--- src/hdl/cfte_pkg.sv ---
`default_nettype none
// ----------------------------------------------------------------------------
// cfte_pkg: shared types, constants and control store of the CAN text encoder
// Holds the control word layout, the status flags fed back to the sequencer,
// the ASCII codes used on the line and the microprogram itself.
// ----------------------------------------------------------------------------
package cfte_pkg;

	// number of buses served; frames on higher buses are dropped
	localparam int BUS_COUNT = 2;

	// stream widths
	localparam int IN_TDATA_W  = 136;
	localparam int IN_TUSER_W  = 2;
	localparam int OUT_TDATA_W = 8;

	// field widths
	localparam int BUS_W  = 4;
	localparam int TS_W   = 32;
	localparam int ID_W   = 32;
	localparam int DLC_W  = 4;
	localparam int DATA_W = 64;
	localparam int CHAR_W = 7;

	// control store geometry
	localparam int STEP_W = 5;
	localparam int PTR_W  = 5;
	localparam int BCD_DIGITS = 10;

	localparam logic [ID_W-1:0]  ID_MASK_EXT   = 32'h1FFF_FFFF;
	localparam logic [ID_W-1:0]  ID_MASK_STD   = 32'h0000_07FF;
	localparam logic [DLC_W-1:0] MAX_DATA_BYTES = 4'd8;

	// ASCII codes used on the event line
	localparam logic [CHAR_W-1:0] CH_BANG = 7'h21;
	localparam logic [CHAR_W-1:0] CH_C    = 7'h63;
	localparam logic [CHAR_W-1:0] CH_A    = 7'h61;
	localparam logic [CHAR_W-1:0] CH_N    = 7'h6E;
	localparam logic [CHAR_W-1:0] CH_SP   = 7'h20;
	localparam logic [CHAR_W-1:0] CH_DASH = 7'h2D;
	localparam logic [CHAR_W-1:0] CH_X    = 7'h78;
	localparam logic [CHAR_W-1:0] CH_R    = 7'h72;
	localparam logic [CHAR_W-1:0] CH_LF   = 7'h0A;
	localparam logic [CHAR_W-1:0] CH_ZERO = 7'h30;
	localparam logic [CHAR_W-1:0] CH_HEXA = 7'h37;  // 'A' minus ten

	// pointer preloads
	localparam logic [PTR_W-1:0] PTR_CONV = 5'd31;
	localparam logic [PTR_W-1:0] PTR_DEC  = 5'd9;
	localparam logic [PTR_W-1:0] PTR_HEX  = 5'd7;
	localparam logic [PTR_W-1:0] PTR_DATA = 5'd15;

	typedef enum logic [3:0] {
		OP_NONE,
		OP_WAIT,
		OP_CONV,
		OP_CHAR,
		OP_BUSD,
		OP_DASHF,
		OP_FLAGX,
		OP_FLAGR,
		OP_DEC,
		OP_HEX,
		OP_DLCD,
		OP_DATA
	} op_t;

	typedef enum logic [2:0] {
		C_NEXT,
		C_ALWAYS,
		C_NO_ACC,
		C_DROP,
		C_PTR_MORE,
		C_NOT_RTR,
		C_DLC_NZ,
		C_DATA_MORE
	} cond_t;

	typedef struct packed {
		op_t               op;
		cond_t             cond;
		logic [STEP_W-1:0] target;
		logic [CHAR_W-1:0] chr;
		logic              ld_ptr;
		logic [PTR_W-1:0]  ptr_val;
		logic              last;
	} ctrl_t;

	typedef struct packed {
		logic accept;
		logic drop;
		logic ptr_more;
		logic rtr;
		logic dlc_nz;
		logic data_more;
		logic stall;
	} status_t;

	// one hex digit as uppercase ASCII
	function automatic logic [CHAR_W-1:0] hex_char(input logic [3:0] nib);
		logic [CHAR_W-1:0] base;
		base = (nib < 4'd10) ? CH_ZERO : CH_HEXA;
		return base + {3'b000, nib};
	endfunction

	function automatic ctrl_t cw(input op_t op, input cond_t cond,
			input logic [STEP_W-1:0] target, input logic [CHAR_W-1:0] chr,
			input logic ld_ptr, input logic [PTR_W-1:0] ptr_val, input logic last);
		ctrl_t w;
		w.op      = op;
		w.cond    = cond;
		w.target  = target;
		w.chr     = chr;
		w.ld_ptr  = ld_ptr;
		w.ptr_val = ptr_val;
		w.last    = last;
		return w;
	endfunction

	// microprogram: one control word per step
	function automatic ctrl_t cfte_rom(input logic [STEP_W-1:0] step);
		ctrl_t w;
		case (step)
			5'd0:  w = cw(OP_WAIT,  C_NO_ACC,    5'd0,  CH_SP,   1'b0, PTR_CONV, 1'b0);
			5'd1:  w = cw(OP_NONE,  C_DROP,      5'd0,  CH_SP,   1'b1, PTR_CONV, 1'b0);
			5'd2:  w = cw(OP_CONV,  C_PTR_MORE,  5'd2,  CH_SP,   1'b0, PTR_CONV, 1'b0);
			5'd3:  w = cw(OP_CHAR,  C_NEXT,      5'd0,  CH_BANG, 1'b0, PTR_CONV, 1'b0);
			5'd4:  w = cw(OP_CHAR,  C_NEXT,      5'd0,  CH_C,    1'b0, PTR_CONV, 1'b0);
			5'd5:  w = cw(OP_CHAR,  C_NEXT,      5'd0,  CH_A,    1'b0, PTR_CONV, 1'b0);
			5'd6:  w = cw(OP_CHAR,  C_NEXT,      5'd0,  CH_N,    1'b0, PTR_CONV, 1'b0);
			5'd7:  w = cw(OP_BUSD,  C_NEXT,      5'd0,  CH_SP,   1'b0, PTR_CONV, 1'b0);
			5'd8:  w = cw(OP_CHAR,  C_NEXT,      5'd0,  CH_SP,   1'b1, PTR_DEC,  1'b0);
			5'd9:  w = cw(OP_DEC,   C_PTR_MORE,  5'd9,  CH_SP,   1'b0, PTR_DEC,  1'b0);
			5'd10: w = cw(OP_CHAR,  C_NEXT,      5'd0,  CH_SP,   1'b0, PTR_DEC,  1'b0);
			5'd11: w = cw(OP_DASHF, C_NEXT,      5'd0,  CH_DASH, 1'b0, PTR_DEC,  1'b0);
			5'd12: w = cw(OP_FLAGX, C_NEXT,      5'd0,  CH_X,    1'b0, PTR_DEC,  1'b0);
			5'd13: w = cw(OP_FLAGR, C_NEXT,      5'd0,  CH_R,    1'b0, PTR_DEC,  1'b0);
			5'd14: w = cw(OP_CHAR,  C_NEXT,      5'd0,  CH_SP,   1'b1, PTR_HEX,  1'b0);
			5'd15: w = cw(OP_HEX,   C_PTR_MORE,  5'd15, CH_SP,   1'b0, PTR_HEX,  1'b0);
			5'd16: w = cw(OP_CHAR,  C_NEXT,      5'd0,  CH_SP,   1'b1, PTR_DATA, 1'b0);
			5'd17: w = cw(OP_NONE,  C_NOT_RTR,   5'd19, CH_SP,   1'b0, PTR_DATA, 1'b0);
			5'd18: w = cw(OP_DLCD,  C_ALWAYS,    5'd22, CH_SP,   1'b0, PTR_DATA, 1'b0);
			5'd19: w = cw(OP_NONE,  C_DLC_NZ,    5'd21, CH_SP,   1'b0, PTR_DATA, 1'b0);
			5'd20: w = cw(OP_CHAR,  C_ALWAYS,    5'd22, CH_DASH, 1'b0, PTR_DATA, 1'b0);
			5'd21: w = cw(OP_DATA,  C_DATA_MORE, 5'd21, CH_SP,   1'b0, PTR_DATA, 1'b0);
			5'd22: w = cw(OP_CHAR,  C_ALWAYS,    5'd0,  CH_LF,   1'b0, PTR_DATA, 1'b1);
			default: w = cw(OP_NONE, C_ALWAYS,   5'd0,  CH_SP,   1'b0, PTR_CONV, 1'b0);
		endcase
		return w;
	endfunction

endpackage
`default_nettype wire

--- src/hdl/can_frame_text_encoder_core.sv ---
`default_nettype none
// ----------------------------------------------------------------------------
// can_frame_text_encoder_core: CAN frame to ASCII event line
// Microcoded encoder that prints one received frame as "!can[B] T F I D\n".
// ----------------------------------------------------------------------------
// One frame is taken at a time and printed at most one character per cycle
// while the output is not held back. Every frame that is not dropped runs
// this step sequence: capture and bus check, the bit-serial timestamp-to-BCD
// converter, then one step per possible character position whether it prints
// or not (four for "!can", one for the bus digit, four separators, ten
// timestamp digits, three flag steps, eight identifier digits), one or two
// decision steps, the data section (the DLC digit, the dash, or two steps
// per data byte) and the LF. A frame on a bus beyond BUS_COUNT is dropped at
// the bus check with no output. The final LF sits in the output register, so
// the next frame is accepted while it waits to be taken.
// ----------------------------------------------------------------------------
module can_frame_text_encoder_core (
	input  wire                               clk,
	input  wire                               arst_n,
	input  wire                               s_tvalid,
	output logic                              s_tready,
	// bus_number[3:0], timestamp_ms[35:4], frame_id[67:36],
	// length_code[71:68], payload[135:72]
	input  wire  [cfte_pkg::IN_TDATA_W-1:0]   s_tdata,
	// extended_id[0], remote_request[1]
	input  wire  [cfte_pkg::IN_TUSER_W-1:0]   s_tuser,
	output logic                              m_tvalid,
	input  wire                               m_tready,
	// out_char[6:0], zero pad[7]
	output logic [cfte_pkg::OUT_TDATA_W-1:0]  m_tdata,
	output logic                              m_tlast
);
	import cfte_pkg::*;

	ctrl_t   ctrl;
	status_t st;

	cfte_seq u_seq (
		.clk    (clk),
		.arst_n (arst_n),
		.st     (st),
		.ctrl   (ctrl)
	);

	cfte_dp u_dp (
		.clk      (clk),
		.arst_n   (arst_n),
		.ctrl     (ctrl),
		.st       (st),
		.s_tvalid (s_tvalid),
		.s_tready (s_tready),
		.s_tdata  (s_tdata),
		.s_tuser  (s_tuser),
		.m_tvalid (m_tvalid),
		.m_tready (m_tready),
		.m_tdata  (m_tdata),
		.m_tlast  (m_tlast)
	);

`ifndef SYNTHESIS
	// a taken request moves the sequencer off the wait step
	a_leave_wait: assert property (@(posedge clk) disable iff (!arst_n)
		s_tvalid && s_tready |=> !s_tready)
		else $error("input still ready right after a request was taken");

	// while waiting for a frame, only a line end may be pending
	a_idle_pending_last: assert property (@(posedge clk) disable iff (!arst_n)
		s_tready && m_tvalid |-> m_tlast)
		else $error("waiting for a frame with a line still in progress");

	// the line end marker travels only on LF
	a_last_is_lf: assert property (@(posedge clk) disable iff (!arst_n)
		m_tvalid && m_tlast |-> m_tdata == {1'b0, CH_LF})
		else $error("tlast on a character other than LF");
`endif

endmodule
`default_nettype wire

--- src/hdl/cfte_seq.sv ---
`default_nettype none
// ----------------------------------------------------------------------------
// cfte_seq: step counter and control store
// Reads one control word per step and picks the next step from the jump
// condition and the datapath status; holds while the datapath stalls.
// ----------------------------------------------------------------------------
module cfte_seq (
	input  wire                clk,
	input  wire                arst_n,
	input  wire cfte_pkg::status_t st,
	output cfte_pkg::ctrl_t    ctrl
);
	import cfte_pkg::*;

	logic [STEP_W-1:0] step_q;
	logic              take;

	assign ctrl = cfte_rom(step_q);

	// jump condition
	always_comb begin
		case (ctrl.cond)
			C_NEXT:      take = 1'b0;
			C_ALWAYS:    take = 1'b1;
			C_NO_ACC:    take = !st.accept;
			C_DROP:      take = st.drop;
			C_PTR_MORE:  take = st.ptr_more;
			C_NOT_RTR:   take = !st.rtr;
			C_DLC_NZ:    take = st.dlc_nz;
			C_DATA_MORE: take = st.data_more;
			default:     take = 1'b0;
		endcase
	end

	// step counter
	always_ff @(posedge clk or negedge arst_n) begin
		if (!arst_n) begin
			step_q <= '0;
		end else if (!st.stall) begin
			step_q <= take ? ctrl.target : step_q + 1'b1;
		end
	end

endmodule
`default_nettype wire

--- src/hdl/cfte_dp.sv ---
`default_nettype none
// ----------------------------------------------------------------------------
// cfte_dp: frame registers, BCD converter, digit pointer and output register
// Captures a frame, converts the timestamp to BCD one bit per step and picks
// the character of each emitting step into the output register.
// ----------------------------------------------------------------------------
module cfte_dp (
	input  wire                                  clk,
	input  wire                                  arst_n,
	input  wire cfte_pkg::ctrl_t                 ctrl,
	output cfte_pkg::status_t                    st,
	input  wire                                  s_tvalid,
	output logic                                 s_tready,
	input  wire  [cfte_pkg::IN_TDATA_W-1:0]      s_tdata,
	input  wire  [cfte_pkg::IN_TUSER_W-1:0]      s_tuser,
	output logic                                 m_tvalid,
	input  wire                                  m_tready,
	output logic [cfte_pkg::OUT_TDATA_W-1:0]     m_tdata,
	output logic                                 m_tlast
);
	import cfte_pkg::*;

	// captured frame
	logic [BUS_W-1:0]  bus_q;
	logic [TS_W-1:0]   bin_q;
	logic              ext_q;
	logic              rtr_q;
	logic [ID_W-1:0]   id_q;
	logic [DLC_W-1:0]  len_q;
	logic [DATA_W-1:0] data_q;
	logic [3:0]        bcd_q [BCD_DIGITS];

	logic [PTR_W-1:0]  ptr_q;
	logic              lead_q;

	logic              out_valid_q;
	logic [CHAR_W-1:0] out_char_q;
	logic              out_last_q;

	// unpacked input fields
	logic [BUS_W-1:0]  in_bus;
	logic [BUS_W-1:0]  in_bus_eff;
	logic [TS_W-1:0]   in_ts;
	logic [ID_W-1:0]   in_id;
	logic [DLC_W-1:0]  in_dlc;
	logic [DATA_W-1:0] in_data;
	logic              in_ext;
	logic              in_rtr;

	logic              accept;
	logic              emit_req;
	logic              room;
	logic              go;
	logic [CHAR_W-1:0] chr;
	logic [3:0]        dec_dig;
	logic [3:0]        hex_nib;
	logic [3:0]        dat_nib;
	logic [3:0]        idx;
	logic [3:0]        adj [BCD_DIGITS];
	logic              digit_skip;

	assign in_bus  = s_tdata[3:0];
	assign in_ts   = s_tdata[35:4];
	assign in_id   = s_tdata[67:36];
	assign in_dlc  = s_tdata[71:68];
	assign in_data = s_tdata[135:72];
	assign in_ext  = s_tuser[0];
	assign in_rtr  = s_tuser[1];
	assign in_bus_eff = (in_bus == '0) ? BUS_W'(1) : in_bus;

	assign s_tready = (ctrl.op == OP_WAIT);
	assign accept   = s_tvalid && s_tready;

	// digit sources
	assign idx     = ~ptr_q[3:0];
	assign dec_dig = bcd_q[ptr_q[3:0]];
	assign hex_nib = id_q[{ptr_q[2:0], 2'b00} +: 4];
	assign dat_nib = data_q[{idx[3:1], ~idx[0], 2'b00} +: 4];

	// character and emit request per op
	always_comb begin
		chr        = ctrl.chr;
		emit_req   = 1'b0;
		digit_skip = 1'b0;
		case (ctrl.op)
			OP_CHAR:  emit_req = 1'b1;
			OP_BUSD: begin
				emit_req = (bus_q >= BUS_W'(2));
				chr      = CH_ZERO + {3'b000, bus_q};
			end
			OP_DASHF: emit_req = !ext_q && !rtr_q;
			OP_FLAGX: emit_req = ext_q;
			OP_FLAGR: emit_req = rtr_q;
			OP_DEC: begin
				digit_skip = lead_q && (ptr_q != '0) && (dec_dig == 4'd0);
				emit_req   = !digit_skip;
				chr        = CH_ZERO + {3'b000, dec_dig};
			end
			OP_HEX: begin
				digit_skip = lead_q && (ptr_q != '0) && (hex_nib == 4'd0);
				emit_req   = !digit_skip;
				chr        = hex_char(hex_nib);
			end
			OP_DLCD: begin
				emit_req = 1'b1;
				chr      = CH_ZERO + {3'b000, len_q};
			end
			OP_DATA: begin
				emit_req = 1'b1;
				chr      = hex_char(dat_nib);
			end
			default: emit_req = 1'b0;
		endcase
	end

	assign room = !out_valid_q || m_tready;
	assign go   = !(emit_req && !room);

	// status back to the sequencer
	always_comb begin
		st.accept    = accept;
		st.drop      = (bus_q > BUS_W'(BUS_COUNT)) || (bus_q > BUS_W'(9));
		st.ptr_more  = (ptr_q != '0);
		st.rtr       = rtr_q;
		st.dlc_nz    = (len_q != '0);
		st.data_more = ({1'b0, idx} + 5'd1) < {len_q, 1'b0};
		st.stall     = !go;
	end

	// add-3 correction of each BCD digit
	always_comb begin
		for (int i = 0; i < BCD_DIGITS; i++) begin
			adj[i] = (bcd_q[i] >= 4'd5) ? bcd_q[i] + 4'd3 : bcd_q[i];
		end
	end

	// frame capture and binary-to-BCD shift
	always_ff @(posedge clk) begin
		if (accept) begin
			bus_q  <= in_bus_eff;
			bin_q  <= in_ts;
			ext_q  <= in_ext;
			rtr_q  <= in_rtr;
			id_q   <= in_id & (in_ext ? ID_MASK_EXT : ID_MASK_STD);
			len_q  <= (in_dlc > MAX_DATA_BYTES) ? MAX_DATA_BYTES : in_dlc;
			data_q <= in_data;
			for (int i = 0; i < BCD_DIGITS; i++) begin
				bcd_q[i] <= 4'd0;
			end
		end else if (ctrl.op == OP_CONV) begin
			bin_q    <= {bin_q[TS_W-2:0], 1'b0};
			bcd_q[0] <= {adj[0][2:0], bin_q[TS_W-1]};
			for (int i = 1; i < BCD_DIGITS; i++) begin
				bcd_q[i] <= {adj[i][2:0], adj[i-1][3]};
			end
		end
	end

	// digit pointer and leading-zero flag
	always_ff @(posedge clk or negedge arst_n) begin
		if (!arst_n) begin
			ptr_q  <= '0;
			lead_q <= 1'b0;
		end else if (go) begin
			if (ctrl.ld_ptr) begin
				ptr_q  <= ctrl.ptr_val;
				lead_q <= 1'b1;
			end else if (ctrl.op == OP_CONV || ctrl.op == OP_DEC ||
					ctrl.op == OP_HEX || ctrl.op == OP_DATA) begin
				ptr_q <= ptr_q - 1'b1;
				if ((ctrl.op == OP_DEC || ctrl.op == OP_HEX) && !digit_skip) begin
					lead_q <= 1'b0;
				end
			end
		end
	end

	// output register
	always_ff @(posedge clk or negedge arst_n) begin
		if (!arst_n) begin
			out_valid_q <= 1'b0;
		end else if (emit_req && room) begin
			out_valid_q <= 1'b1;
		end else if (m_tready) begin
			out_valid_q <= 1'b0;
		end
	end

	always_ff @(posedge clk) begin
		if (emit_req && room) begin
			out_char_q <= chr;
			out_last_q <= ctrl.last;
		end
	end

	assign m_tvalid = out_valid_q;
	assign m_tdata  = {1'b0, out_char_q};
	assign m_tlast  = out_last_q;

endmodule
`default_nettype wire
--- config.mk ---
export PLATFORM = sky130hd
export DESIGN_NAME = can_frame_text_encoder_core
export DESIGN_NICKNAME = d
export VERILOG_FILES = /design/src/hdl/cfte_pkg.sv /design/src/hdl/can_frame_text_encoder_core.sv /design/src/hdl/cfte_seq.sv /design/src/hdl/cfte_dp.sv
export SDC_FILE = /design/constraint.sdc
export NUM_CORES = 1
export LEC_CHECK = 0
export BUFFER_PORTS_ARGS = -buffer_cell sky130_fd_sc_hd__buf_2
export CAP_MARGIN = 20
export CORE_UTILIZATION = 48
export DETAILED_ROUTE_END_ITERATION = 12
export GPL_TIMING_DRIVEN = 1
export PLACE_DENSITY = 0.76
export SLEW_MARGIN = 20
export SYNTH_ARGS = -nofsm -noshare
export SYNTH_HDL_FRONTEND = slang
export SYNTH_SLANG_ARGS = --single-unit
--- constraint.sdc ---
create_clock -name clk -period 5.8 [get_ports clk]
set_clock_uncertainty 0.1 [all_clocks]
set_input_delay 1.45 -clock clk [delete_from_list [all_inputs] [get_ports clk]]
set_output_delay 1.45 -clock clk [all_outputs]
set_load 0.01 [all_outputs]
Word level (Yosys, flattened, before mapping)
Memories as Yosys holds them, arrays and structs flattened.
Index checks and enable logic that the tools add are counted.
Storage, ports and cells
  register bits after elaboration: 158
  RAM bits: 40
  ROM bits: 800
  output and inout bits: 11
  word-level logic and storage cells: 161
  memories kept: 2
Cells by class
  add/subtract/negate cells: 18
  $lt $le $gt $ge: 17
  eq/ne operators: 18
  shift operators: 2
  muxes and demuxes: 42
  bitwise gates (word level): 14
  reduce and logical (&&, ||, !) cells: 35
Memory list
  (name not given): words 32, width 25, read ports 1, clocked after memory_dff 0, write ports 0, RTL line cfte_pkg.sv:123  | case (step)
  u_dp.bcd_q: words 10, width 4, read ports 11, clocked after memory_dff 0, write ports 10, RTL line cfte_dp.sv:31  | logic [3:0] bcd_q [BCD_DIGITS];
Operators with widths (count)
  $mux 4: 19
  $mux 32: 2
  $shiftx 64x7->4: 1
  $ge 4x3->1 const B: 10
  $add 4x2->4 const B: 9
  $pmux 7 s5: 1
  $and 32x32->32: 1
  $shiftx 32x6->4: 1
  $mux 29: 1
  $add 6x4->7 const A: 3
  $eq 4x3->1 const B: 4
  $eq 4x4->1 const B: 4
  $mux 5: 3
  $add 7x4->7: 2
  $eq 3x3->1 const B: 4
  $logic_not 4->1: 3
  $mux 1: 10
  $or 1x1->1: 10
  $mux 3: 3
  $eq 4x2->1 const B: 2
  $gt 4x4->1 const B: 2
  $logic_and 1x1->1: 8
  $logic_not 1->1: 8
  $lt 4x4->1 const B: 2
  23 further kinds: 33

Depth between registers and ports, before layout
  depth in word-level cells: 9
  gate-level depth with buffers: 16
  depth with buffers taken out: 13

Cells and area by module
A second synthesis with hierarchy kept.
Second synthesis, totals
  cell total of the unflattened synthesis: 916
  area total of the unflattened synthesis: 10507.6 um2
Modules (own cells, without submodules)
  cfte_dp: instances 1, cells each 769, area each 9439.1 um2, seq. area each 5670.4 um2
  cfte_seq: instances 1, cells each 147, area each 1068.5 um2, seq. area each 125.1 um2

Worst setup path before layout
OpenSTA, ideal clock, no wires.
  kind: register to register
  start: reg u_seq.step_q[1]
  end: mem u_dp.bcd_q[0][0], enable pin
  arrival time: 3985 ps
  data required time: 5268 ps
  slack: 1283 ps
  cell stages (with the launch flop): 11
  buffers on the path: 2
  period minus slack after synthesis: 4517 ps
  cells stage by stage: dfrtp_1 inv_1 ha_1 nor2b_1 a211oi_1 o31a_1 clkbuf_1 and3_1 nand2_1 clkbuf_1 nand2_1
RTL lines
  start, declared: RTL line cfte_seq.sv:15  | logic [STEP_W-1:0] step_q;
  start signal, assigned: RTL line cfte_seq.sv:40  | step_q <= take ? ctrl.target : step_q + 1'b1;
  end, declared: RTL line cfte_dp.sv:31

Worst setup path in the final report
  start: reg u_seq.step_q[0]
  end: out s_tready
Between the ends
  cells in the longest elaborated chain, start to end: 2
RTL lines
  $mem_v2 32x25
  $eq 4x1->1: RTL line cfte_dp.sv:71  | assign s_tready = (ctrl.op == OP_WAIT);
  end, declared: RTL line can_frame_text_encoder_core.sv:21  | output logic s_tready,
No other way between the ends.

==> impl_metrics.csv <==
group,metric,value,unit
die,ios,153,
sta,timing.final.ws_setup,1.10,ns
grt,grt_start_max_net_pins,58,
die,die_h,149,um
sta,fin_crit_sh,81.1,%
final_layout,area_growth,14.8,%
sta,setup_violations,0,
logic_synthesis,syn-mean-instance-area,11.8,sq um
logic_synthesis,ys_types,75,
sta,finalHoldViolCount,0,
route,firstDrtPassIters,5,
sta,fin_crit,4.70,ns
power,powerDensity,668,nW/um^2
critical_path,required,4.25,ns
critical_path,critPathLaunchType,"flip-flop",
grt,grt_pass1_vias,6945,
route,route.detailed.drc,0,
placement,gp_congestion,0.874,
final_layout,layout_commonest_cell,"edfxtp_1",
grt,grt_remaining_overflow,0,
route,detail-route-antenna-nets,0,
route,drt_wl_total,22000,um
route,wl_per_cell,16.9,um
final_layout,diodes,0,
min_path,min_from,"u_dp.lead_q$_DFFE_PN0P_",
grt,grt_pass1_wl,35500,um
final_layout,multi_input_area,4240,sq um
critical_path,cp-startpoint,"u_seq.step_q[0]$_DFFE_PN0N_",
logic_synthesis,synth_seq_cells,195,
route,avgViaCountPerCell,5.56,
logic_synthesis,syn_nets,1067,
sta,max_freq,0.213,GHz
logic_synthesis,async_flop_share,6.15,%
placement,io_buffers,148,
final_layout,drive_gt1_share,23.4,%
clock_tree,clkLatencyLatePin,0.43,ns
run_status,status,"complete, no violations",
sta,hold_ws,0.403,ns
grt,track_usage,20.7,%
die,rows,53,
clock_tree,post-cts-setup-buffer-count,0,
logic_synthesis,synth_warnings,0,
placement,dpl_worst_slack,1.27,ns
logic_synthesis,synth_edf_count,183,
critical_path,end_kind,"output pin",
die,core_area,21200,sq um
sta,slew_headroom,36.6,%
clock_tree,path_clk_slew,0.08,ns
final_layout,layout_common_cells,"edfxtp_1, nand2_1, buf_2, nor2_1, a21oi_1",
power,peakVddDrop,473,uV
logic_synthesis,synth_cells,882,
route,vias,7263,
logic_synthesis,syn_area,10400,sq um
final_layout,fill_cells,1719,
placement,hpwlAfterDp,15600,um
critical_path,r2r_setup_slack,1.25,ns
job,maxCapViolCount,0,
die,start_util,49.2,%
logic_synthesis,ys_seq_area_share,55.7,%
die,die_w,149,um
clock_tree,cts-root-buf,"clkbuf_16",
grt,antenna_found_initial,0,
critical_path,setup.worst_path.class,"flip-flop to output pin",
clock_tree,cts_sinks,195,
sta,slew_viol_final,0,
critical_path,crit_fanout,13,
final_layout,regArea,5800,sq um
clock_tree,holdBufCountCts,0,
sta,rsz0062_at_grt,"false",
clock_tree,cts.path.max_buffers,2,
die,dieArea,22300,sq um
clock_tree,cts_tree,"built",
power,power.leakage,4.76,nW
clock_tree,numCtsBuffers,17,
final_layout,nets,1204,
route,drt-initial-drc-count,670,
clock_tree,htree_levels,4,
logic_synthesis,synth-main-ff-cell,"edfxtp_1",
critical_path,rr_startpoint,"u_seq.step_q[0]$_DFFE_PN0N_",
clock_tree,cts-resized-gates,0,
min_path,hold_class,"flip-flop to flip-flop",
critical_path,worst_ep_arrival_time,3.15,ns
sta,fin_setup_tns,0,ns
sta,worst_pin_slew,0.950,ns
==> worst max-delay path: stages, from the launching register on <==
cell	delay, ns
dfrtp_1	0.55
inv_1	0.16
ha_1	0.37
nor2b_1	0.15
a211oi_1	0.41
o31a_1	0.51
and3_1	0.39
buf_2	0.19
==> state kept, by name, indices dropped and copies added (netlist names) <==
| name | count |
|---|---|
| u_dp.m_tvalid | 1 |
| u_dp.ext_q | 1 |
| u_dp.lead_q | 1 |
| u_dp.rtr_q | 1 |
| u_dp.out_char_q | 7 |
| u_dp.m_tlast | 1 |
| u_dp.bin_q | 32 |
| u_dp.id_q | 29 |
| u_seq.step_q | 5 |
| u_dp.bus_q | 4 |
| u_dp.ptr_q | 5 |
| u_dp.data_q | 64 |
| u_dp.bcd_q | 40 |
| u_dp.len_q | 4 |
==> final timing paths <==
kind                                          endpoint  depth (start not counted)
setup / recovery                              s_tready                          7
hold / removal                 u_dp.lead_q$_DFFE_PN0P_                          1
setup reg to reg                u_dp.id_q[3]$_DFFE_PN_                         10
hold reg to reg                u_dp.lead_q$_DFFE_PN0P_                          1
max in group asynchronous    u_dp.ptr_q[0]$_DFFE_PN0P_                          1
min in group asynchronous  u_seq.step_q[2]$_DFFE_PN0N_                          1
==> synth_stat cells (all sizes together), types with 4 or more instances <==
master	count	share of area [%]
a21o	12	0.87
o211a	4	0.38
clkbuf	20	0.72
nand2	149	5.4
a22o	5	0.42
and2	21	1.3
or2	5	0.30
ha	41	4.9
a211oi	10	0.72
nor2b	11	0.66
o21ai	28	1.4
nand3	11	0.53
a21boi	4	0.29
nand2b	15	0.90
buf	22	1.5
a31oi	5	0.36
a21oi	64	3.3
edfxtp	183	53
inv	39	1.4
and3	5	0.30
o2bb2ai	5	0.42
nor2	73	2.7
mux2i	18	1.7
dfrtp	12	2.9
xnor2	14	1.2
nor3b	8	0.58
o22ai	8	0.54
mux4	31	6.7
nor3	14	0.67
==> through the flow <==
step	area (sq um)	std cells	utilization [%]	power [mW]
after floorplan	10400	882	-	5.85
after global placement	11400	1275	53.8	6.70
after detailed placement	11400	1275	53.8	6.83
after CTS	12000	1307	56.5	8.00
after global routing	12000	1307	56.5	8.57
final	12000	1307	56.5	7.98
==> metal layers <==
| layer | wire (um) | global-route usage (%) | part of all wire [%] |
|---|---|---|---|
| met1 | 10000 | 28.8 | 46 |
| met2 | 10300 | 32.6 | 47 |
| met4 | 463 | 7.24 | 2.1 |
| met5 | 0 | 0 | 0 |
| met3 | 1210 | 3.70 | 5.5 |
==> kinds of logic (layout without fill, tap and decap cells) <==
family | Yosys count | in the layout | synth area share (%)
AND/OR/NAND/NOR | 319 | 319 | 13.8
flip-flops | 195 | 195 | 55.7
AO/OA/AOI/OAI | 177 | 177 | 11.6
buffers and inverters | 81 | 231 | 3.62
multiplexers | 52 | 52 | 8.76
adder cells (fa/ha/maj) | 43 | 43 | 5.31
XOR/XNOR | 14 | 14 | 1.18
other | 1 | 1 | 0.0360
==> power by group <==
part           leakage [nW]  internal (mW)  total [mW]  switching, mW
clock network         0.277          0.572        1.15          0.575
registers              1.85           2.50        2.96          0.465
logic                  2.63           1.52        3.87           2.35
==> layout make-up <==
cell class | count | share of cell area, %
clock inverter | 15 | 1.28
timing repair buffer | 160 | 7.06
tap | 275 | 2.88
clock buffer | 17 | 3.56
multi-input combinational | 606 | 35.5
inverter | 39 | 1.25
sequential | 195 | 48.5
(Power assumes the default switching activity.)
